--- config.mk ---
export PLATFORM = sky130hd
export DESIGN_NAME = cca_ctrl
export DESIGN_NICKNAME = d
export VERILOG_FILES = /design/src/rtl/cca_pkg.sv /design/src/rtl/cca_ctrl.sv
export SDC_FILE = /design/constraint.sdc
export NUM_CORES = 1
export LEC_CHECK = 0
export ABC_AREA = 0
export BUFFER_PORTS_ARGS = -buffer_cell sky130_fd_sc_hd__buf_2
export CORE_AREA = 2 2 55 57
export DETAILED_ROUTE_END_ITERATION = 8
export DIE_AREA = 0 0 57 59
export PLACE_DENSITY = 0.77
export REMOVE_ABC_BUFFERS = 1
export SETUP_SLACK_MARGIN = 0.3
export SLEW_MARGIN = 25
export SYNTH_ARGS = -nofsm -noshare
export SYNTH_HDL_FRONTEND = slang
export SYNTH_SLANG_ARGS = --single-unit
export TNS_END_PERCENT = 50
--- constraint.sdc ---
create_clock -name clk -period 2.7 [get_ports clk]
set_input_delay 0.675 -clock clk [delete_from_list [all_inputs] [get_ports clk]]
set_output_delay 0.675 -clock clk [all_outputs]
set_load 0.03 [all_outputs]
--- src/rtl/cca_pkg.sv ---
// Shared types and constants of the chained chunk allocator.
// Used by the controller, the datapath and the top level; depends on nothing.
`default_nettype none

package cca_pkg;

  localparam int MEM_BYTES_DEF    = 4096;
  localparam int HEADER_BYTES_DEF = 4;
  localparam int ADDR_W           = 18;
  localparam int LINK_W           = 16;
  localparam int SIZE_W           = 17;

  localparam logic [LINK_W-1:0] NULL_LINK = 16'hFFFF;
  localparam logic [LINK_W-1:0] LAST_LINK = 16'hFFFE;

  localparam logic [2:0] CMD_ALLOC   = 3'd0;
  localparam logic [2:0] CMD_FREE    = 3'd1;
  localparam logic [2:0] CMD_REALLOC = 3'd2;
  localparam logic [2:0] CMD_LOCATE  = 3'd3;
  localparam logic [2:0] CMD_NEXT    = 3'd4;
  localparam logic [2:0] CMD_ATTACH  = 3'd5;
  localparam logic [2:0] CMD_DETACH  = 3'd6;

  typedef enum logic [4:0] {
    OP_NONE, OP_CLEAR, OP_LOAD, OP_READ, OP_READ_TAIL,
    OP_A_SKIP, OP_A_TAKE, OP_A_MARK, OP_A_LINK, OP_R_START,
    OP_F_MARK, OP_C_START, OP_C_FREE, OP_C_FOLLOW, OP_C_MERGE,
    OP_C_CHAIN, OP_E_STEP, OP_E_ALLOC, OP_E_LINK, OP_L_STEP,
    OP_T_WRITE, OP_FIN_FAIL, OP_FIN_OK, OP_FIN_FREE, OP_FIN_ALLOC,
    OP_FIN_NULL, OP_FIN_LOC, OP_FIN_NEXT, OP_FIN_NEXT_BAD, OP_EMIT
  } dp_op_t;

  typedef struct packed {
    logic [2:0] cmd;
    logic       a_valid;
    logic       blk_special;
    logic       size_nz;
    logic       hdr_free;
    logic       fit;
    logic       cont;
    logic       result_none;
    logic       follow_merge;
    logic       steps_max;
    logic       loc_hit;
    logic       found;
    logic       clr_last;
    logic       out_busy;
  } dp_stat_t;

endpackage

`default_nettype wire

--- src/rtl/cca_ctrl.sv ---
// Controller of the allocator: sequences header walks, splits, releases and
// the coalescing pass. Depends on cca_pkg; commands cca_dp.
`default_nettype none

module cca_ctrl (
  input  wire logic         clk,
  input  wire logic         rst_n,
  input  wire logic         in_tvalid,
  output logic              in_tready,
  input  cca_pkg::dp_stat_t stat,
  output cca_pkg::dp_op_t   op
);

  import cca_pkg::*;

  typedef enum logic [4:0] {
    S_CLEAR, S_IDLE, S_DISP, S_A_LOOP, S_A_EVAL, S_A_MARK, S_A_LINK,
    S_F_LOOP, S_F_EVAL, S_C_LOOP, S_C_EVAL, S_C_MERGE, S_E_LOOP, S_E_EVAL,
    S_E_LINK, S_L_LOOP, S_L_EVAL, S_N_EVAL, S_T_EVAL, S_DONE
  } state_t;

  typedef enum logic [2:0] {
    CTX_ALLOC, CTX_FREE, CTX_EXT, CTX_EXT_FAIL, CTX_EXT_OK
  } ctx_t;

  state_t state_r, state_nxt;
  ctx_t   ctx_r, ctx_nxt;

  always_comb begin
    op        = OP_NONE;
    state_nxt = state_r;
    ctx_nxt   = ctx_r;
    case (state_r)
      S_CLEAR: begin
        op = OP_CLEAR;
        if (stat.clr_last) state_nxt = S_IDLE;
      end
      S_IDLE: begin
        if (in_tvalid) begin
          op        = OP_LOAD;
          state_nxt = S_DISP;
        end
      end
      S_DISP: begin
        case (stat.cmd)
          CMD_ALLOC: begin
            ctx_nxt   = CTX_ALLOC;
            state_nxt = S_A_LOOP;
          end
          CMD_FREE: begin
            if (stat.blk_special) begin
              op        = OP_FIN_FAIL;
              state_nxt = S_DONE;
            end else begin
              ctx_nxt   = CTX_FREE;
              state_nxt = S_F_LOOP;
            end
          end
          CMD_REALLOC: state_nxt = S_E_LOOP;
          CMD_LOCATE:  state_nxt = S_L_LOOP;
          CMD_NEXT: begin
            if (stat.a_valid) begin
              op        = OP_READ;
              state_nxt = S_N_EVAL;
            end else begin
              op        = OP_FIN_NEXT_BAD;
              state_nxt = S_DONE;
            end
          end
          CMD_ATTACH, CMD_DETACH: begin
            if (stat.a_valid) begin
              op        = OP_READ;
              state_nxt = S_T_EVAL;
            end else begin
              op        = OP_FIN_FAIL;
              state_nxt = S_DONE;
            end
          end
          default: begin
            op        = OP_FIN_FAIL;
            state_nxt = S_DONE;
          end
        endcase
      end
      S_A_LOOP: begin
        if (stat.size_nz && stat.a_valid) begin
          op        = OP_READ;
          state_nxt = S_A_EVAL;
        end else if (stat.size_nz && !stat.result_none) begin
          op        = OP_R_START;
          ctx_nxt   = (ctx_r == CTX_EXT) ? CTX_EXT_FAIL : CTX_ALLOC;
          state_nxt = S_F_LOOP;
        end else if (ctx_r == CTX_EXT) begin
          if (stat.size_nz) begin
            op        = OP_FIN_FAIL;
            state_nxt = S_DONE;
          end else begin
            op        = OP_READ_TAIL;
            state_nxt = S_E_LINK;
          end
        end else begin
          op        = OP_FIN_ALLOC;
          state_nxt = S_DONE;
        end
      end
      S_A_EVAL: begin
        if (stat.hdr_free && (stat.fit || !stat.cont)) begin
          op        = OP_A_TAKE;
          state_nxt = S_A_MARK;
        end else begin
          op        = OP_A_SKIP;
          state_nxt = S_A_LOOP;
        end
      end
      S_A_MARK: begin
        op        = OP_A_MARK;
        state_nxt = S_A_LINK;
      end
      S_A_LINK: begin
        op        = OP_A_LINK;
        state_nxt = S_A_LOOP;
      end
      S_F_LOOP: begin
        if (stat.a_valid) begin
          op        = OP_READ;
          state_nxt = S_F_EVAL;
        end else begin
          op        = OP_C_START;
          state_nxt = S_C_LOOP;
        end
      end
      S_F_EVAL: begin
        op        = OP_F_MARK;
        state_nxt = S_F_LOOP;
      end
      S_C_LOOP: begin
        if (stat.a_valid) begin
          op        = OP_READ;
          state_nxt = S_C_EVAL;
        end else begin
          case (ctx_r)
            CTX_FREE:     op = OP_FIN_FREE;
            CTX_ALLOC:    op = OP_FIN_ALLOC;
            CTX_EXT_FAIL: op = OP_FIN_FAIL;
            default:      op = OP_FIN_OK;
          endcase
          state_nxt = S_DONE;
        end
      end
      S_C_EVAL: begin
        if (stat.hdr_free) begin
          op        = OP_C_FREE;
          state_nxt = S_C_LOOP;
        end else if (stat.follow_merge) begin
          op        = OP_C_FOLLOW;
          state_nxt = S_C_MERGE;
        end else begin
          op        = OP_C_CHAIN;
          state_nxt = S_C_LOOP;
        end
      end
      S_C_MERGE: begin
        op        = OP_C_MERGE;
        state_nxt = S_C_LOOP;
      end
      S_E_LOOP: begin
        if (stat.a_valid) begin
          if (stat.steps_max) begin
            op        = OP_FIN_FAIL;
            state_nxt = S_DONE;
          end else begin
            op        = OP_READ;
            state_nxt = S_E_EVAL;
          end
        end else if (!stat.found) begin
          op        = OP_FIN_FAIL;
          state_nxt = S_DONE;
        end else if (stat.size_nz) begin
          op        = OP_E_ALLOC;
          ctx_nxt   = CTX_EXT;
          state_nxt = S_A_LOOP;
        end else begin
          op        = OP_C_START;
          ctx_nxt   = CTX_EXT_OK;
          state_nxt = S_C_LOOP;
        end
      end
      S_E_EVAL: begin
        op        = OP_E_STEP;
        state_nxt = S_E_LOOP;
      end
      S_E_LINK: begin
        op        = OP_E_LINK;
        ctx_nxt   = CTX_EXT_OK;
        state_nxt = S_C_LOOP;
      end
      S_L_LOOP: begin
        if (stat.a_valid && !stat.steps_max) begin
          op        = OP_READ;
          state_nxt = S_L_EVAL;
        end else begin
          op        = OP_FIN_NULL;
          state_nxt = S_DONE;
        end
      end
      S_L_EVAL: begin
        if (stat.loc_hit) begin
          op        = OP_FIN_LOC;
          state_nxt = S_DONE;
        end else begin
          op        = OP_L_STEP;
          state_nxt = S_L_LOOP;
        end
      end
      S_N_EVAL: begin
        op        = OP_FIN_NEXT;
        state_nxt = S_DONE;
      end
      S_T_EVAL: begin
        op        = OP_T_WRITE;
        state_nxt = S_DONE;
      end
      S_DONE: begin
        if (!stat.out_busy) begin
          op        = OP_EMIT;
          state_nxt = S_IDLE;
        end
      end
      default: state_nxt = S_IDLE;
    endcase
  end

  always_ff @(posedge clk) begin
    if (!rst_n) begin
      state_r <= S_CLEAR;
      ctx_r   <= CTX_ALLOC;
    end else begin
      state_r <= state_nxt;
      ctx_r   <= ctx_nxt;
    end
  end

  assign in_tready = state_r == S_IDLE;

endmodule

`default_nettype wire

==> results of run 1 <==
==> sequential cells by signal (all words and copies together) (netlist names) <==
name,flops
state_r,5
ctx_r,3
==> synth_stat cells, types with 2 or more instances <==
master,instances,area share [%]
a21boi_0,2,1.0
a211oi_1,3,1.6
nand2b_1,15,6.5
buf_2,8,2.8
o22ai_1,3,1.3
a21o_1,4,2.1
or3_1,3,1.3
o2111ai_1,2,1.2
nand3b_1,3,1.6
a311oi_1,2,1.2
nand3_1,9,3.1
a221oi_1,2,1.2
dfxtp_1,8,11
o21ai_0,12,4.2
nor2b_1,6,2.6
a31o_2,2,1.2
nor3b_1,2,1.0
inv_1,13,3.4
a31oi_1,7,3.0
o211ai_1,2,1.0
nand2_1,18,4.7
nor2_1,19,4.9
a21oi_1,20,6.9
clkbuf_1,8,2.1
mux2i_1,2,1.4
xor2_1,2,1.2
nand4b_1,2,1.2
nor3_1,9,3.1
==> cell families (layout without fill, tap and decap cells) <==
family | count (synthesis) | after routing
compound gates | 79 | 79
xor+xnor | 2 | 2
buf+inv | 31 | 80
flops | 8 | 8
mux | 2 | 2
simple gates | 99 | 99
==> tightest hold or removal path, stage by stage, from the launching register on <==
cell	delay, ps
dfxtp_1	370
nand2_1	80
mux2i_1	60
==> per-stage QoR <==
stage               total power, mW  instance area (um^2)
detailed placement            0.358                  1670
finish                        0.546                  2030
floorplan                     0.265                  1360
CTS                           0.525                  1970
global route                  0.567                  2030
global placement              0.358                  1670
==> power breakdown <==
part	switching [mW]	internal (mW)
sequential	0.0109	0.122
clock	0.0542	0.0516
combinational	0.172	0.135
==> final timing paths <==
path,startpoint,endpoint,cells past startpoint
max reg2reg,state_r[3],ctx_r[1],7
min,ctx_r[1],ctx_r[1],2
min reg2reg,ctx_r[1],ctx_r[1],2
max,state_r[4],op[4],6
==> per-layer routing <==
metal  up-vias  wire length [um]  share of wire (%)
met3        44               694                 12
li1        926                 -                  -
met4         0               284                4.8
met1       919              2340                 39
met5         -                 0                  0
met2       179              2650                 44
==> cell type report <==
cell class	count	area (um^2)	share of cell area [%]
multi-input combinational	182	1280	62.8
clock buffer	3	22.5	1.11
timing repair buffer	64	472	23.2
tap	31	38.8	1.91
inverter	13	48.8	2.40
sequential	8	173	8.50
==> what timing repair did <==
item                                    CTS  global route
setup buffers                            17             2
hold endpoints to repair                  0             0
endpoints found under the setup margin    5             5
pin swaps                                 7             5
resized for setup                        43            10
==> summary.md, run 1 <==
| Metric | Value |
|---|---|
| Layout cells sized above 1 | 36.7% |
| Fin nets | 291 |
| RSZ-0062 raised after global routing | yes |
| Post-layout util | 74.9% |
| Core Area | around 2700 um^2 |
| Inserted Diodes | 0 |
| Library cells used by synthesis | between 60 and 70 |
| Met2 GRT Util | 58.5% |
| DRC | 0 |
| Deepest level of the CTS H-tree | 1 |
| Post-synthesis register bit count | 8 |
| Initial antenna violation count | 0 |
| Mux share of post-synthesis cell area | 1.38% |
| Drt pass-1 iters | 5 |
| Crit share post-route | 96.5% |
| Clock-pin slew on the worst setup and hold paths | 60 ps |
| Path type of the worst min-delay path | flip-flop to flip-flop |
| Synth Cell Area | 1450 um^2 |
| Synth Area in Simple Gates | a little under two fifths |
| I/O pins | 25 |
| Critical path cell sequence | or2_4 -> nor3_4 -> a21oi_1 -> o21ai_1 -> nand4b_1 -> buf_4 |
| Worst EP required | ~2000 ps |
| Compound-Gate Fraction of Synth Area | 38.5% |
| CTS tree | yes |
| Post-layout min period | 2610 ps |
| Synth Area in Adders | 0% |
| Die Height | 59 um |
| Die X | approximately 57 um |
| Final setup violation count | 0 |
| Skew final | just over 4 ps |
| Worst-Margin Slew | 507 ps |
| Syn avg cell area | 6.54 um^2 |
| Most used DFF post-synth | dfxtp_1 |
| WL/cell | slightly below 20 um |
| Maximum VDD drop | 0.227 mV |
| Crit. End Element | output pin |
| First-pass GRT wire length | 9.36 mm |
| Fin cells | 301 |
| Yosys warnings | 0 |
| Max Root-Sink Buffers | 2 |
| GRT Total Usage | approximately 36% |
| Register area share after synthesis | 11.1% |
| PortBufs | 24 |
| Status | finished, final reports clean |
| Worst Path Buf+Inv | 1 |
| Clk sinks | 8 |
| Commonest non-fill, non-tap cells in the layout | buf_4, a21oi_1, nor2_1, nand2_1, buf_2 |
| Max-cap viol count | 0 |
| Num rows | 19 |
| GRT overflow | 0 |
| Drt total wl | 5.97 mm |
| Most common cell after layout, fill and taps aside | buf_4 |
| Syn Inst Count | 221 |
| Post-Place Setup Slack | 73.5 ps |
| GP Congestion | 0.985 |
| Fin. max-slew vios | 0 |
| Async SR Flop Fraction | 0% |
| Hold WS | 557 ps |
| Pwr Density | 269 nW/um^2 |
| Layout fillers | 230 |
| Crit path max fanout | 10 |
| Area Growth Syn to Fin | 40.4% |
| Setup ws final | 93.6 ps |
| Clk_lat worst skew | approximately 270 ps |
| Number of flops mapped to enable cells by yosys | 0 |
| Number of global-route vias before repair | ~2000 |
| DRT antenna net count | 0 |
| Slew margin rel. | 66.1% |
| Layer carrying the most global-route usage | met2 |
| CP max stage delay | 400 ps |
| Dpl hpwl | around 4 mm |
| XOR/XNOR share of the synthesized area | 1.21% |
| Startpoint types | flip-flop |
| CTS buffer count | 3 |
| Final hold vios | 0 |
| Hold_buf cts | 0 |
| Initial Utilization | 53.4% |
| Pin count of the biggest net entering global routing | 13 |
| CP max stage cell | dfxtp_4 |
| Data arrival, critical path | a little under 2000 ps |
| Die area | around 3400 um^2 |
| Cell count after placement | 279 |
| Setup TNS | 0 ps |
| DR iter-0 viols | 284 |
| Worst Setup Path Type | flip-flop to output pin |
| Largest family of logic cells by synthesized area | compound AO/OA/AOI/OAI gates |
| Root Buffer | clkbuf_4 |
| Flop2flop setup slack | 740 ps |
| Max Freq | 384 MHz |
| Delay-heaviest family, CP | simple AND/OR/NAND/NOR gates |
| Met3 usage in global routing | 7.86% |
| Global routing usage on met1 | 45.3% |
| Vias | 2068 |
| Vias per cell | 6.87 |
| Lkg Pwr | 0.834 nW |
Note: power is estimated with default switching activity, not from simulation.
==> inputs of run 2 (changes only) <==
Settings changed: PLACE_DENSITY 0.77 to unset, PLACE_DENSITY_LB_ADDON set to 0.1.
==> run 2 against run 1 <==
Total power is 0.31% lower. Register-to-register slack lost 100 ps. Maximum frequency is 2.2% higher. Critical path type is now primary input to output pin. Largest cell class unchanged. Largest power group unchanged.
==> summary.md, run 2 (synthesized netlist as in run 1, its figures left out) <==
| Metric | Value |
|---|---|
| First-pass GRT wire length | 9.11 mm |
| Worst hold path depth | 2 |
| Most common cell after layout, fill and taps aside | buf_4 |
| Max Root-Sink Buffers | 2 |
| Die X | roughly 57 um |
| Layout fillers | 197 |
| Max-cap viol count | 0 |
| Fin nets | 297 |
| Setup TNS | 0 ps |
| DRT antenna net count | 0 |
| Pin count of the biggest net entering global routing | 16 |
| Worst Setup Path Type | primary input to output pin |
| Crit path max fanout | 4 |
| Crit. End Element | output pin |
| Vias per cell | ~6.9 |
| Hold WS | 555 ps |
| DRC | 0 |
| Vias | 2109 |
| Lkg Pwr | 0.874 nW |
| Drt pass-1 iters | 6 |
| Drt total wl | around 6.1 mm |
| Data arrival, critical path | 1880 ps |
| Initial antenna violation count | 0 |
| Fin cells | 307 |
| Maximum VDD drop | 0.302 mV |
| Final hold vios | 0 |
| CTS tree | yes |
| GRT overflow | 0 |
| Worst EP required | roughly 2000 ps |
| Path type of the worst min-delay path | flip-flop to flip-flop |
| Clk sinks | 8 |
| Inserted Diodes | 0 |
| CTS buffer count | 3 |
| Status | finished, final reports clean |
| Clk_lat worst skew | 260 ps |
| Largest register by flop count | state_r |
| GP Congestion | 1.09 |
| Post-layout min period | 2550 ps |
| Num rows | 19 |
| Commonest non-fill, non-tap cells in the layout | buf_4, a21oi_1, nor2_1, buf_2, nand2_1 |
| Dpl hpwl | 4.15 mm |
| GRT Total Usage | 35.2% |
| Deepest level of the CTS H-tree | 1 |
| Die Height | 59 um |
| R2R cell count | 7 |
| Number of global-route vias before repair | 1891 |
| Startpoint types | primary input |
| Top Registers | state_r (5), ctx_r (3) |
| Number of flip-flops in the largest register | 5 |
| Final Cell Area | 2120 um^2 |
| Fin. max-slew vios | 0 |
| Skew final | 6.56 ps |
| Final setup violation count | 0 |
| Area after DPL | between 1500 and 2000 um^2 |
| Cell count after placement | around 290 |
| Root Buffer | clkbuf_4 |
| Pwr Density | between 200 and 300 nW/um^2 |
| Layout cells sized above 1 | 39.1% |
| Initial Utilization | roughly 53% |
| WL/cell | 19.7 um |
| Die area | approximately 3400 um^2 |
| PortBufs | 24 |
| DR iter-0 viols | 246 |
| Area Growth Syn to Fin | 46.8% |
| RSZ-0062 raised after global routing | yes |
| Core Area | 2710 um^2 |
| Clock-pin slew on the worst setup and hold paths | around 50 ps |
| Crit share post-route | 94.5% |
| Max Freq | 392 MHz |
| I/O pins | 25 |
| Tot Pwr | 545 uW |
| Worst-Margin Slew | 520 ps |
| Slew margin rel. | 64.8% |
-- run 2: worst paths after layout --
kind	startpoint	slack, ps	to
setup reg to reg	state_r[0]	640	ctx_r[1]
hold reg to reg	ctx_r[1]	560	ctx_r[1]
hold / removal	ctx_r[1]	560	ctx_r[1]
setup / recovery	stat[10]	150	op[4]
-- run 2: area by class of cell --
| class | instances | area, um^2 | share of cell area [%] |
|---|---|---|---|
| flip-flops and latches | 8 | 174 | 8.19 |
| inverters | 13 | 48.8 | 2.30 |
| well taps | 31 | 38.8 | 1.83 |
| repair buffers | 70 | 563 | 26.5 |
| multi-input cells | 182 | 1280 | 60.1 |
| clock buffers | 3 | 22.5 | 1.06 |
-- run 2: per-stage QoR --
stage               worst slack (ps)  util (%)
global placement                17.0      64.2
global route                    64.4      78.3
finish                           149      78.3
detailed placement             -22.6      64.2
CTS                              175      74.2
floorplan                       57.7         -
-- run 2: what timing repair did --
item | 4_1_cts | 5_1_grt
cloned | 0 | 1
hold buffers | 0 | 0
endpoints found under the setup margin | 5 | 5
pin swaps | 12 | 10
gates resized for setup | 49 | 8
setup buffers | 10 | 7
-- run 2: per-layer routing --
metal  part of all wire, %  GRT usage (%)
met5                     0              0
met4                   5.6           15.6
met3                    11           7.42
met2                    46           58.0
met1                    38           44.6
-- run 2: worst max-delay path: stages --
cell,delay (ps)
buf_6,110
buf_12,120
nor3b_4,200
buf_4,150
inv_1,40
a21oi_2,130
o21ai_2,80
nand4b_1,200
buf_6,170
-- run 2: report_power, final --
| part | total (mW) | internal [mW] | switching (mW) | leakage (nW) |
|---|---|---|---|---|
| sequential | 0.134 | 0.122 | 0.0118 | 0.0680 |
| clock | 0.0976 | 0.0513 | 0.0464 | 0.0138 |
| combinational | 0.313 | 0.140 | 0.172 | 0.792 |
