[config.mk]
export PLATFORM = sky130hd
export DESIGN_NAME = cca_dp
export DESIGN_NICKNAME = d
export VERILOG_FILES = /design/src/rtl/cca_pkg.sv /design/src/rtl/cca_dp.sv
export SDC_FILE = /design/constraint.sdc
export NUM_CORES = 1
export LEC_CHECK = 0
export CAP_MARGIN = 20
export CORE_MARGIN = 5
export CORE_UTILIZATION = 55
export DETAILED_ROUTE_END_ITERATION = 8
export DONT_BUFFER_PORTS = 1
export GPL_TIMING_DRIVEN = 0
export HOLD_SLACK_MARGIN = 0.05
export MAX_ROUTING_LAYER = met4
export PLACE_DENSITY = 0.7
export SLEW_MARGIN = 15
export SYNTH_ARGS = -nofsm -noshare
export SYNTH_HDL_FRONTEND = slang
export SYNTH_SLANG_ARGS = --single-unit
[constraint.sdc]
create_clock -name clk -period 7.6 [get_ports clk]
set_input_delay 0.76 -clock clk [delete_from_list [all_inputs] [get_ports clk]]
set_output_delay 0.76 -clock clk [all_outputs]
set_load 0.005 [all_outputs]
[src/rtl/cca_pkg.sv]
// Shared types and constants of the chained chunk allocator.
// Used by the controller, the datapath and the top level; depends on nothing.
`default_nettype none

package cca_pkg;

  localparam int MEM_BYTES_DEF    = 4096;
  localparam int HEADER_BYTES_DEF = 4;
  localparam int ADDR_W           = 18;
  localparam int LINK_W           = 16;
  localparam int SIZE_W           = 17;

  localparam logic [LINK_W-1:0] NULL_LINK = 16'hFFFF;
  localparam logic [LINK_W-1:0] LAST_LINK = 16'hFFFE;

  localparam logic [2:0] CMD_ALLOC   = 3'd0;
  localparam logic [2:0] CMD_FREE    = 3'd1;
  localparam logic [2:0] CMD_REALLOC = 3'd2;
  localparam logic [2:0] CMD_LOCATE  = 3'd3;
  localparam logic [2:0] CMD_NEXT    = 3'd4;
  localparam logic [2:0] CMD_ATTACH  = 3'd5;
  localparam logic [2:0] CMD_DETACH  = 3'd6;

  typedef enum logic [4:0] {
    OP_NONE, OP_CLEAR, OP_LOAD, OP_READ, OP_READ_TAIL,
    OP_A_SKIP, OP_A_TAKE, OP_A_MARK, OP_A_LINK, OP_R_START,
    OP_F_MARK, OP_C_START, OP_C_FREE, OP_C_FOLLOW, OP_C_MERGE,
    OP_C_CHAIN, OP_E_STEP, OP_E_ALLOC, OP_E_LINK, OP_L_STEP,
    OP_T_WRITE, OP_FIN_FAIL, OP_FIN_OK, OP_FIN_FREE, OP_FIN_ALLOC,
    OP_FIN_NULL, OP_FIN_LOC, OP_FIN_NEXT, OP_FIN_NEXT_BAD, OP_EMIT
  } dp_op_t;

  typedef struct packed {
    logic [2:0] cmd;
    logic       a_valid;
    logic       blk_special;
    logic       size_nz;
    logic       hdr_free;
    logic       fit;
    logic       cont;
    logic       result_none;
    logic       follow_merge;
    logic       steps_max;
    logic       loc_hit;
    logic       found;
    logic       clr_last;
    logic       out_busy;
  } dp_stat_t;

endpackage

`default_nettype wire

[src/rtl/cca_dp.sv]
// Datapath of the allocator: walk registers, header arithmetic, arena port
// control and the result register. Depends on cca_pkg; driven by cca_ctrl.
`default_nettype none

module cca_dp #(
  parameter int MEM_BYTES    = cca_pkg::MEM_BYTES_DEF,
  parameter int HEADER_BYTES = cca_pkg::HEADER_BYTES_DEF
) (
  input  wire logic                                  clk,
  input  wire logic                                  rst_n,
  input  cca_pkg::dp_op_t                            op,
  output cca_pkg::dp_stat_t                          stat,
  input  wire logic [2:0]                            in_cmd,
  input  wire logic [15:0]                           in_block,
  input  wire logic [15:0]                           in_second_block,
  input  wire logic [12:0]                           in_size,
  input  wire logic                                  in_contiguous,
  input  wire logic [11:0]                           in_offset,
  input  wire logic                                  out_tready,
  output logic                                       out_tvalid,
  output logic [15:0]                                out_address,
  output logic                                       out_ok,
  output logic                                       ram_we,
  output logic [$clog2(MEM_BYTES/4)-1:0]             ram_waddr,
  output logic [31:0]                                ram_wdata,
  output logic                                       ram_re,
  output logic [$clog2(MEM_BYTES/4)-1:0]             ram_raddr,
  input  wire logic [31:0]                           ram_rdata
);

  import cca_pkg::*;

  localparam int WORDS      = MEM_BYTES / 4;
  localparam int IW         = $clog2(WORDS);
  localparam int WALK_LIMIT = MEM_BYTES / 4 + 1;
  localparam int SW         = $clog2(WALK_LIMIT + 1);
  localparam logic [ADDR_W-1:0] HB_A    = ADDR_W'(HEADER_BYTES);
  localparam logic [15:0]       HB_S    = 16'(HEADER_BYTES);
  localparam logic [15:0]       MIN_S   = 16'(HEADER_BYTES + 4);
  localparam logic [15:0]       INIT_SZ = 16'(MEM_BYTES - HEADER_BYTES);

  function automatic logic addr_ok(input logic [ADDR_W-1:0] x);
    return (x[1:0] == 2'b00) &&
           (({1'b0, x} + (ADDR_W+1)'(HEADER_BYTES)) <= (ADDR_W+1)'(MEM_BYTES));
  endfunction

  function automatic logic [SIZE_W-1:0] round4(input logic [SIZE_W-1:0] s);
    return (s[1:0] != 2'b00) ? {s[SIZE_W-1:2] + 1'b1, 2'b00} : s;
  endfunction

  logic [ADDR_W-1:0] a_r, a_nxt;
  logic [SIZE_W-1:0] size_r, size_nxt;
  logic [11:0]       off_r, off_nxt;
  logic [15:0]       blk2_r, blk2_nxt;
  logic              cont_r, cont_nxt;
  logic [2:0]        cmd_r, cmd_nxt;
  logic [15:0]       result_r, result_nxt;
  logic [15:0]       prev_r, prev_nxt;
  logic [15:0]       prev_sz_r, prev_sz_nxt;
  logic [15:0]       fh_r, fh_nxt;
  logic [15:0]       fh_sz_r, fh_sz_nxt;
  logic              have_free_r, have_free_nxt;
  logic [15:0]       tail_r, tail_nxt;
  logic              found_r, found_nxt;
  logic [SW-1:0]     steps_r, steps_nxt;
  logic              started_r, started_nxt;
  logic [15:0]       sz_r, sz_nxt;
  logic [15:0]       addr_r, addr_nxt;
  logic              ok_r, ok_nxt;
  logic [IW-1:0]     clr_r, clr_nxt;
  logic              out_valid_r, out_valid_nxt;
  logic [15:0]       out_addr_r, out_addr_nxt;
  logic              out_ok_r, out_ok_nxt;

  logic [15:0]       hdr_sz;
  logic [15:0]       hdr_nx;
  logic [ADDR_W-1:0] follow;
  logic [ADDR_W-1:0] split;
  logic [15:0]       rest;
  logic              fit;
  logic              can_split;
  logic [15:0]       merged;
  logic [15:0]       fh_grown;

  assign hdr_sz    = ram_rdata[15:0];
  assign hdr_nx    = ram_rdata[31:16];
  assign follow    = a_r + HB_A + ADDR_W'(hdr_sz);
  assign split     = a_r + HB_A + ADDR_W'(size_r);
  assign fit       = {1'b0, hdr_sz} >= size_r;
  assign rest      = hdr_sz - size_r[15:0];
  assign can_split = (rest >= MIN_S) && addr_ok(split);
  assign merged    = sz_r + HB_S + hdr_sz;
  assign fh_grown  = fh_sz_r + HB_S + hdr_sz;

  always_comb begin
    stat.cmd          = cmd_r;
    stat.a_valid      = addr_ok(a_r);
    stat.blk_special  = (a_r == ADDR_W'(NULL_LINK)) || (a_r == ADDR_W'(LAST_LINK));
    stat.size_nz      = size_r != '0;
    stat.hdr_free     = hdr_nx == NULL_LINK;
    stat.fit          = fit;
    stat.cont         = cont_r;
    stat.result_none  = result_r == NULL_LINK;
    stat.follow_merge = (ADDR_W'(hdr_nx) == follow) && addr_ok(follow);
    stat.steps_max    = steps_r >= SW'(WALK_LIMIT);
    stat.loc_hit      = hdr_sz > {4'b0, off_r};
    stat.found        = found_r;
    stat.clr_last     = clr_r == IW'(WORDS - 1);
    stat.out_busy     = out_valid_r && !out_tready;
  end

  always_comb begin
    a_nxt         = a_r;
    size_nxt      = size_r;
    off_nxt       = off_r;
    blk2_nxt      = blk2_r;
    cont_nxt      = cont_r;
    cmd_nxt       = cmd_r;
    result_nxt    = result_r;
    prev_nxt      = prev_r;
    prev_sz_nxt   = prev_sz_r;
    fh_nxt        = fh_r;
    fh_sz_nxt     = fh_sz_r;
    have_free_nxt = have_free_r;
    tail_nxt      = tail_r;
    found_nxt     = found_r;
    steps_nxt     = steps_r;
    started_nxt   = started_r;
    sz_nxt        = sz_r;
    addr_nxt      = addr_r;
    ok_nxt        = ok_r;
    clr_nxt       = clr_r;
    out_addr_nxt  = out_addr_r;
    out_ok_nxt    = out_ok_r;
    out_valid_nxt = out_valid_r && !out_tready;
    ram_we        = 1'b0;
    ram_waddr     = a_r[IW+1:2];
    ram_wdata     = '0;
    ram_re        = 1'b0;
    ram_raddr     = a_r[IW+1:2];

    case (op)
      OP_CLEAR: begin
        ram_we    = 1'b1;
        ram_waddr = clr_r;
        ram_wdata = (clr_r == '0) ? {NULL_LINK, INIT_SZ} : '0;
        clr_nxt   = clr_r + 1'b1;
      end
      OP_LOAD: begin
        cmd_nxt     = in_cmd;
        a_nxt       = (in_cmd == CMD_ALLOC) ? '0 : ADDR_W'(in_block);
        size_nxt    = (in_cmd == CMD_ALLOC) ? round4(SIZE_W'(in_size)) : SIZE_W'(in_size);
        blk2_nxt    = in_second_block;
        cont_nxt    = in_contiguous;
        off_nxt     = in_offset;
        result_nxt  = NULL_LINK;
        prev_nxt    = NULL_LINK;
        steps_nxt   = '0;
        found_nxt   = 1'b0;
        started_nxt = addr_ok(ADDR_W'(in_block));
        addr_nxt    = '0;
        ok_nxt      = 1'b0;
      end
      OP_READ: begin
        ram_re = 1'b1;
      end
      OP_READ_TAIL: begin
        ram_re    = 1'b1;
        ram_raddr = tail_r[IW+1:2];
      end
      OP_A_SKIP: begin
        a_nxt = follow;
      end
      OP_A_TAKE: begin
        if (fit && can_split) begin
          ram_we    = 1'b1;
          ram_waddr = split[IW+1:2];
          ram_wdata = {NULL_LINK, rest - HB_S};
          sz_nxt    = size_r[15:0];
        end else begin
          sz_nxt    = hdr_sz;
        end
        size_nxt = fit ? '0 : size_r - SIZE_W'(hdr_sz);
      end
      OP_A_MARK: begin
        ram_we    = 1'b1;
        ram_wdata = {LAST_LINK, sz_r};
        if (result_r == NULL_LINK) begin
          result_nxt = a_r[15:0];
        end
      end
      OP_A_LINK: begin
        if (prev_r != NULL_LINK) begin
          ram_we    = 1'b1;
          ram_waddr = prev_r[IW+1:2];
          ram_wdata = {a_r[15:0], prev_sz_r};
        end
        prev_nxt    = a_r[15:0];
        prev_sz_nxt = sz_r;
        a_nxt       = a_r + HB_A + ADDR_W'(sz_r);
      end
      OP_R_START: begin
        a_nxt = ADDR_W'(result_r);
      end
      OP_F_MARK: begin
        ram_we    = 1'b1;
        ram_wdata = {NULL_LINK, hdr_sz};
        a_nxt     = ADDR_W'(hdr_nx);
      end
      OP_C_START: begin
        a_nxt         = '0;
        have_free_nxt = 1'b0;
      end
      OP_C_FREE: begin
        if (!have_free_r) begin
          have_free_nxt = 1'b1;
          fh_nxt        = a_r[15:0];
          fh_sz_nxt     = hdr_sz;
        end else begin
          ram_we    = 1'b1;
          ram_waddr = fh_r[IW+1:2];
          ram_wdata = {NULL_LINK, fh_grown};
          fh_sz_nxt = fh_grown;
        end
        a_nxt = follow;
      end
      OP_C_FOLLOW: begin
        have_free_nxt = 1'b0;
        sz_nxt        = hdr_sz;
        ram_re        = 1'b1;
        ram_raddr     = follow[IW+1:2];
      end
      OP_C_MERGE: begin
        ram_we    = 1'b1;
        ram_wdata = {hdr_nx, merged};
        a_nxt     = a_r + HB_A + ADDR_W'(merged);
      end
      OP_C_CHAIN: begin
        have_free_nxt = 1'b0;
        a_nxt         = follow;
      end
      OP_E_STEP: begin
        steps_nxt = steps_r + 1'b1;
        tail_nxt  = a_r[15:0];
        found_nxt = 1'b1;
        size_nxt  = (size_r > SIZE_W'(hdr_sz)) ? size_r - SIZE_W'(hdr_sz) : '0;
        a_nxt     = ADDR_W'(hdr_nx);
      end
      OP_E_ALLOC: begin
        a_nxt      = '0;
        size_nxt   = round4(size_r);
        cont_nxt   = 1'b0;
        result_nxt = NULL_LINK;
        prev_nxt   = NULL_LINK;
      end
      OP_E_LINK: begin
        ram_we        = 1'b1;
        ram_waddr     = tail_r[IW+1:2];
        ram_wdata     = {result_r, hdr_sz};
        a_nxt         = '0;
        have_free_nxt = 1'b0;
      end
      OP_L_STEP: begin
        off_nxt   = off_r - hdr_sz[11:0];
        a_nxt     = ADDR_W'(hdr_nx);
        steps_nxt = steps_r + 1'b1;
      end
      OP_T_WRITE: begin
        ram_we    = 1'b1;
        ram_wdata = {(cmd_r == CMD_ATTACH) ? blk2_r : LAST_LINK, hdr_sz};
        addr_nxt  = '0;
        ok_nxt    = 1'b1;
      end
      OP_FIN_FAIL: begin
        addr_nxt = '0;
        ok_nxt   = 1'b0;
      end
      OP_FIN_OK: begin
        addr_nxt = '0;
        ok_nxt   = 1'b1;
      end
      OP_FIN_FREE: begin
        addr_nxt = '0;
        ok_nxt   = started_r;
      end
      OP_FIN_ALLOC: begin
        if (size_r == '0) begin
          addr_nxt = result_r;
          ok_nxt   = result_r != NULL_LINK;
        end else begin
          addr_nxt = NULL_LINK;
          ok_nxt   = 1'b0;
        end
      end
      OP_FIN_NULL: begin
        addr_nxt = NULL_LINK;
        ok_nxt   = 1'b0;
      end
      OP_FIN_LOC: begin
        addr_nxt = a_r[15:0] + HB_S + {4'b0, off_r};
        ok_nxt   = 1'b1;
      end
      OP_FIN_NEXT: begin
        addr_nxt = ((hdr_nx == LAST_LINK) || (hdr_nx == NULL_LINK)) ? LAST_LINK : hdr_nx;
        ok_nxt   = 1'b1;
      end
      OP_FIN_NEXT_BAD: begin
        addr_nxt = LAST_LINK;
        ok_nxt   = 1'b0;
      end
      OP_EMIT: begin
        out_valid_nxt = 1'b1;
        out_addr_nxt  = addr_r;
        out_ok_nxt    = ok_r;
      end
      default: begin
      end
    endcase
  end

  always_ff @(posedge clk) begin
    if (!rst_n) begin
      clr_r       <= '0;
      out_valid_r <= 1'b0;
    end else begin
      clr_r       <= clr_nxt;
      out_valid_r <= out_valid_nxt;
    end
    a_r         <= a_nxt;
    size_r      <= size_nxt;
    off_r       <= off_nxt;
    blk2_r      <= blk2_nxt;
    cont_r      <= cont_nxt;
    cmd_r       <= cmd_nxt;
    result_r    <= result_nxt;
    prev_r      <= prev_nxt;
    prev_sz_r   <= prev_sz_nxt;
    fh_r        <= fh_nxt;
    fh_sz_r     <= fh_sz_nxt;
    have_free_r <= have_free_nxt;
    tail_r      <= tail_nxt;
    found_r     <= found_nxt;
    steps_r     <= steps_nxt;
    started_r   <= started_nxt;
    sz_r        <= sz_nxt;
    addr_r      <= addr_nxt;
    ok_r        <= ok_nxt;
    out_addr_r  <= out_addr_nxt;
    out_ok_r    <= out_ok_nxt;
  end

  assign out_tvalid  = out_valid_r;
  assign out_address = out_addr_r;
  assign out_ok      = out_ok_r;

endmodule

`default_nettype wire

==> results.toml, run 1 <==
[power_and_ir_drop]
clock_share_of_power_pct = 30.8
total_internal_power_mw = 2.645
net_switching_fraction_of_the_power_pct = 36.98
power.ir.vdd_worst_v = 0.0001983
power_switching_mw = 1.552
leakagePower_nw = 8.355
power_share_of_the_combinational_group_pct = 33.4
seq_power_share_pct = 35.8
power_density_nw_per_um2 = 198.0

[critical_path]
worst-path-max-fanout = 10
r2r_end = "sz_r[15]$_DFFE_PP_"
timing.critical_path.arrival_ns = 6.75
kind_of_start_point_of_the_critical_path = "flop"
worst_setup_path_startpoint = "a_r[4]$_DFFE_PP_"
cp.required_ns = 6.84
endpoint = "ram_wdata[1]"
endpoint_kind = "output port"
crit-reg2reg-launch = "a_r[4]$_DFFE_PP_"
reg2regPathDepth = 16
reg2reg_slack_ns = 1.48
timing_worst_setup_path_type = "flop to output port"

[drt]
wirelength_mm = 78.85
via_count_normalized_by_instance_count = 6.901
dr.first_iter.drc_count = 2230
drt_drc_violations_left = 0
drt-pass1-iter-count = 7
post_drt_wl_per_cell_um = 29.13
postRouteAntennaNets = 0
detailroute.via_count = 18680

[yosys]
top_cell_type_by_total_area_after_synthesis = "edfxtp_1"
synthesis_stage_register_bit_count = 226
mappedNetlistNets = 2494
area_contributors_post_synth = "edfxtp_1, ha_1, xnor2_1, nand2_1, o21ai_0"
synth_flop_cell = "edfxtp_1"
synth_cells = 2189
synthesis.area_um2 = 19610
syn_avg_cell_area_um2 = 8.956
async_flop_share_pct = 0
synth-warning-count = 0
synth_enable_flop_cells = 215
synth_sequential_area_ratio_pct = 34.05
synth_cell_types = 80
synthDominantCellAreaShare_pct = 32.93

[global_routing]
grt_pass1_wl_mm = 113.6
grt.total_usage_pct = 39.71
grt_antenna_before_repair = 0
grt_overflow = 0
first_global_vias = 17550
maximum_number_of_pins_on_one_net_before_global_route_repair = 30

[finish]
insertedDiodeCount = 0
drive_above_1_share_pct = 4.319
area_growth_syn_to_layout_pct = 8.118
layout.cell_area.non_filler_um2 = 21200
finish.net_count = 2531
fillCellCount = 3177

[run]
max_cap_viol_count = 0

[floorplan]
pin_count = 189
initial_cell_density_of_the_core_pct = 55.39
placement_rows = 69
die_x_um = 198.8
die-area_um2 = 39520
floorplan.die.height_um = 198.8
area_of_the_core_um2 = 35400

[cts]
cts_hold_repair.buffers = 0
cts.path.max_buffers = 3
cts.reportedPaths.clkPinSlew_ns = 0.06
clkSinkCount = 226
cts_buffers = 27
clock_latency_reported_for_the_late_side_of_the_worst_skew_pair_ns = 0.58
post-cts-setup-buffer-count = 0
clock_tree_from_tritoncts = "yes"
cts_root_buffer = "clkbuf_16"
cts_htree_levels = 1

[timing]
final.setup.tns_ns = 0
finalHoldViolations = 0
rsz0062_at_grt = "false"
clock_skew_ns = 0.01735
slew_headroom_pct = 22.08
timing.final.setup_violations = 0
final_period_minus_worst_setup_slack_ns = 7.509
worst_slew_pin_slew_ns = 1.165
final.period_utilization_pct = 98.80
max_freq_mhz = 133.2
final_max_slew_viol_count = 0

[min_path]
worst_hold_path_type = "primary input to flop"
hold_critical_path_depth = 0

[outcome]
status = "completed"

[placement]
dp.final_hpwl_mm = 62.56
gp_congestion = 1.037
dpl_cell_area_um2 = 20280
port_buffers = 0
layout make-up:
cell class                      instances  area, µm²  area share [%]
Sequential cell                       226       6676           31.50
Timing Repair Buffer                    8      61.31          0.2892
Multi-Input combinational cell       1748      12160           57.35
Clock inverter                         18      171.4          0.8087
Tap cell                              461      576.8           2.721
Clock buffer                           31      690.7           3.258
Inverter                              114      427.9           2.019
Buffer                                101      436.7           2.060
layout by cell type (no fill, tap or decap), types with 12 or more instances in the layout:
cell type    n
nor2b_1     24
a21o_1      47
ha_1       195
inv_1      114
o211ai_1    26
nand2_1    271
nand3_1     56
o221ai_1    13
a222oi_1    24
and3_1      16
and2_1      19
nor2_1     131
a221o_1     14
or2_2       12
xor2_1      62
nor4_1      20
a211oi_1    21
a21oi_1    130
a22oi_1     17
clkbuf_1    83
xnor2_1    117
o21ai_0    156
clkbuf_16   27
mux2i_1     32
o21a_1      29
a221oi_1    24
nand2b_1    29
edfxtp_1   215
nor3_1      47
nand4_1     40
or3_1       28
stage by stage:
step	total power [mW]	utilization (%)	hold slack (ns)	worst slack, ns	cells
final	4.198	59.88	0.2798	0.09100	2707
after global routing	4.331	59.88	0.2666	0.03866	2707
after CTS	4.146	59.80	0.2628	0.02850	2707
after detailed placement	2.871	57.30	0.4045	0.3987	2658
after global placement	2.848	57.02	0.4011	0.3925	2650
after floorplan	2.410	-	0.4003	2.543	2189
critical path: stages (launching register included):
cell             delay (ns)
edfxtp_1               0.69
clkdlybuf4s15_1        0.80
nand2_1                0.18
nor2_1                 0.17
xor2_1                 0.66
ha_1                   0.45
and3_1                 0.22
a211o_1                0.27
o21ai_0                0.35
a31oi_1                0.19
mux2i_1                0.16
a211oi_1               0.21
or4b_1                 0.56
or3_1                  0.37
buf_2                  0.21
buf_2                  0.23
o21ai_0                0.45
power by group through the flow:
stage | logic (mW) | clock network, mW | registers, mW
after floorplan | 0.926 | 0 | 1.48
after global placement | 1.33 | 0 | 1.52
after detailed placement | 1.35 | 0 | 1.52
after CTS | 1.36 | 1.29 | 1.50
after global routing | 1.49 | 1.34 | 1.50
final | 1.40 | 1.29 | 1.50
cell families after synthesis:
family / after synthesis / share of synthesized area, %
fa+ha+maj: 204 / 13.36
mux: 33 / 1.691
xor+xnor: 184 / 8.290
buf+inv: 215 / 4.353
simple gates: 724 / 17.74
flops: 226 / 34.05
compound gates: 603 / 20.51
per-layer routing:
| layer | vias up | GRT usage [%] | part of all wire, % |
|---|---|---|---|
| li1 | 8233 | - | - |
| met1 | 8890 | 48.87 | 37 |
| met2 | 1208 | 61.41 | 44 |
| met3 | 351 | 6.555 | 10 |
| met4 | 0 | 24.16 | 8.5 |
| met5 | - | - | 0 |
flip-flops by register name (all words and copies together), names as in the netlist:
| signal | flops |
|---|---|
| a_r | 18 |
| addr_r | 16 |
| blk2_r | 16 |
| clr_r | 10 |
| cmd_r | 3 |
| cont_r | 1 |
| fh_r | 10 |
| fh_sz_r | 16 |
| found_r | 1 |
| have_free_r | 1 |
| off_r | 12 |
| ok_r | 1 |
| out_address | 16 |
| out_ok | 1 |
| out_tvalid | 1 |
| prev_r | 16 |
| prev_sz_r | 16 |
| result_r | 16 |
| size_r | 17 |
| started_r | 1 |
| steps_r | 11 |
| sz_r | 16 |
| tail_r | 10 |
cells in the mapped netlist (19+ instances only):
| library cell | count |
|---|---|
| a21oi_1 | 130 |
| nor2b_1 | 24 |
| nand4_1 | 40 |
| a211oi_1 | 21 |
| xnor2_1 | 121 |
| or3_1 | 28 |
| inv_1 | 114 |
| mux2i_1 | 32 |
| a222oi_1 | 24 |
| nand3_1 | 56 |
| o21a_1 | 29 |
| xor2_1 | 62 |
| clkbuf_1 | 84 |
| o21ai_0 | 159 |
| nand2b_1 | 29 |
| a221oi_1 | 24 |
| nor3_1 | 50 |
| a21o_1 | 47 |
| ha_1 | 195 |
| nand2_1 | 271 |
| nor2_1 | 131 |
| o211ai_1 | 26 |
| nor4_1 | 21 |
| edfxtp_1 | 215 |
| and2_1 | 19 |
timing repair:
item,in CTS,in global routing
endpoints found under the setup margin,22,29
gates cloned,0,0
resized for setup,3,8
pin swaps,0,0
worst min-delay path by stage:
stage	startpoint	endpoint	slack, ns
2_1_floorplan	addr_r[0]$_DFFE_PP_	out_address[0]$_DFFE_PP_	0.40
3_3_place_gp	addr_r[4]$_DFFE_PP_	out_address[4]$_DFFE_PP_	0.40
3_5_place_dp	addr_r[11]$_DFFE_PP_	out_address[11]$_DFFE_PP_	0.40
4_1_cts	in_cmd[1]	cmd_r[1]$_DFFE_PP_	0.26
5_1_grt	in_second_block[9]	blk2_r[9]$_DFFE_PP_	0.27
6_report	in_second_block[9]	blk2_r[9]$_DFFE_PP_	0.28
No activity file was read; power rests on OpenSTA's default activity.
==> run 2, diff against run 1 <==
==> constraint.sdc (replaced) <==
create_clock -name clk -period 8 [get_ports clk]
set_input_delay 0.8 -clock clk [delete_from_list [all_inputs] [get_ports clk]]
set_output_delay 0.8 -clock clk [all_outputs]
set_load 0.005 [all_outputs]
==> results.toml, run 2 (same netlist as run 1, synthesis figures left out) <==
[critical_path]
reg2regPathDepth = 16
crit_buf_inv = 4
critical_path.cell_chain = "clkbuf_1, nand3_1, nor2_1, nand3_1, xnor2_1, ha_1, and3_1, clkbuf_1, a211oi_1, o21ai_0, nor4_1, o22ai_1, or4b_1, or3_1, buf_2, buf_2, o21ai_0"
cp_num_cells = 17
endpoint_kind = "output port"
worst-path-max-fanout = 10
cp.required_ns = 7.20
cpPeakStageDelay_ns = 0.74
reg2reg_slack_ns = 1.77
critical-path-slowest-cell = "xnor2_1"
timing.critical_path.arrival_ns = 6.89
timing_worst_setup_path_type = "flop to output port"
critPathTopFamily = "simple AND/OR/NAND/NOR gates"
kind_of_start_point_of_the_critical_path = "flop"

[cts]
cts_htree_levels = 1
cts_hold_repair.buffers = 0
cts.path.max_buffers = 3
cts_root_buffer = "clkbuf_16"
clock_latency_reported_for_the_late_side_of_the_worst_skew_pair_ns = 0.58
clkSinkCount = 226
cts.reportedPaths.clkPinSlew_ns = 0.06
cts_buffers = 27
clock_tree_from_tritoncts = "yes"

[floorplan]
placement_rows = 69
area_of_the_core_um2 = 35400
die-area_um2 = 39520
pin_count = 189
floorplan.die.height_um = 198.8
initial_cell_density_of_the_core_pct = 55.39
die_x_um = 198.8

[timing]
final_max_slew_viol_count = 0
clock_skew_ns = 0.01392
final.hold.worst_slack_ns = 0.3211
final_period_minus_worst_setup_slack_ns = 7.686
slew_headroom_pct = 24.75
timing.final.setup_violations = 0
final.period_utilization_pct = 96.08
finalHoldViolations = 0
worst_slew_pin_slew_ns = 1.125
rsz0062_at_grt = "false"
max_freq_mhz = 130.1
final.setup.tns_ns = 0

[drt]
drt_drc_violations_left = 0
dr.first_iter.drc_count = 2220
wirelength_mm = 78.97
detailroute.via_count = 18550
via_count_normalized_by_instance_count = 6.851
postRouteAntennaNets = 0
post_drt_wl_per_cell_um = 29.17
drt-pass1-iter-count = 7

[global_routing]
grt_pass1_wl_mm = 113.5
first_global_vias = 17550
grt_antenna_before_repair = 0
grt_overflow = 0
maximum_number_of_pins_on_one_net_before_global_route_repair = 30
grt.total_usage_pct = 39.69

[finish]
area_growth_syn_to_layout_pct = 7.965
final_common_cell = "nand2_1"
layout.cell_area.non_filler_um2 = 21170
finish.net_count = 2531
final_cell_mix = "nand2_1, edfxtp_1, ha_1"
drive_above_1_share_pct = 4.141
reg_top3 = "a_r (18), size_r (17)"
insertedDiodeCount = 0
largest_register_ffs = 18
register_containing_the_most_flip_flops_in_the_final_layout = "a_r"

[placement]
dp.final_hpwl_mm = 62.56
port_buffers = 0
gp_congestion = 1.037
dpl_cell_area_um2 = 20280

[power_and_ir_drop]
power_share_of_the_combinational_group_pct = 33.4
power_switching_mw = 1.472
clock_share_of_power_pct = 30.8
total_internal_power_mw = 2.511
power.ir.vdd_worst_v = 0.0001886
seq_power_share_pct = 35.8
power_density_nw_per_um2 = 188.2
net_switching_fraction_of_the_power_pct = 36.96
leakagePower_nw = 8.327

[run]
max_cap_viol_count = 0

[min_path]
worst_hold_path_type = "primary input to flop"
hold_critical_path_depth = 0

[outcome]
status = "completed"
-- run 2: cell types whose count changed in the layout (fill, tap and decap cells not counted), sizes merged --
cell | before | now
clkbuf | 114 | 115
clkdlybuf4s15 | 1 | 0
-- run 2: path summary, 6_finish.rpt --
path	from	endpoint
setup / recovery	a_r[6]$_DFFE_PP_	ram_wdata[1]
setup reg to reg	a_r[4]$_DFFE_PP_	sz_r[15]$_DFFE_PP_
hold / removal	in_cmd[1]	cmd_r[1]$_DFFE_PP_
hold reg to reg	addr_r[4]$_DFFE_PP_	out_address[4]$_DFFE_PP_
-- run 2: layer usage --
metal  vias up  routed length, µm  global-route usage (%)
li1       8249                  -                       -
met1      8770              29440                   48.76
met2      1186              34550                   61.36
met3       342               8080                   6.657
met4         0               6890                   24.27
met5         -                  0                       -
-- run 2: what timing repair did --
action	CTS	global route
resized for setup	0	4
buffers inserted	0	0
endpoints found under the setup margin	0	24
-- run 2: area by class of cell --
class / count / area (µm²)
well taps: 461 / 576.8
plain buffers: 101 / 429.2
flip-flops and latches: 226 / 6676
multi-input cells: 1748 / 12130
inverters: 114 / 427.9
clock buffers: 31 / 690.7
fillers: 3177 / 14230
clock inverters: 18 / 171.4
repair buffers: 8 / 61.31
-- run 2: through the flow --
| stage | total power, mW | util [%] | instances | worst slack [ns] |
|---|---|---|---|---|
| after global placement | 2.705 | 57.02 | 2650 | 0.7525 |
| after global routing | 4.111 | 59.80 | 2707 | 0.1334 |
| after CTS | 3.937 | 59.73 | 2707 | 0.1222 |
| after detailed placement | 2.727 | 57.30 | 2658 | 0.7587 |
| after floorplan | 2.290 | - | 2189 | 2.903 |
| final | 3.983 | 59.80 | 2707 | 0.3138 |
-- run 2: power by group through the flow --
stage	Combinational [mW]	Sequential (mW)	Clock, mW
detailed placement	1.28	1.45	0
global placement	1.26	1.45	0
CTS	1.29	1.42	1.23
global route	1.41	1.43	1.28
finish	1.33	1.43	1.23
floorplan	0.879	1.41	0
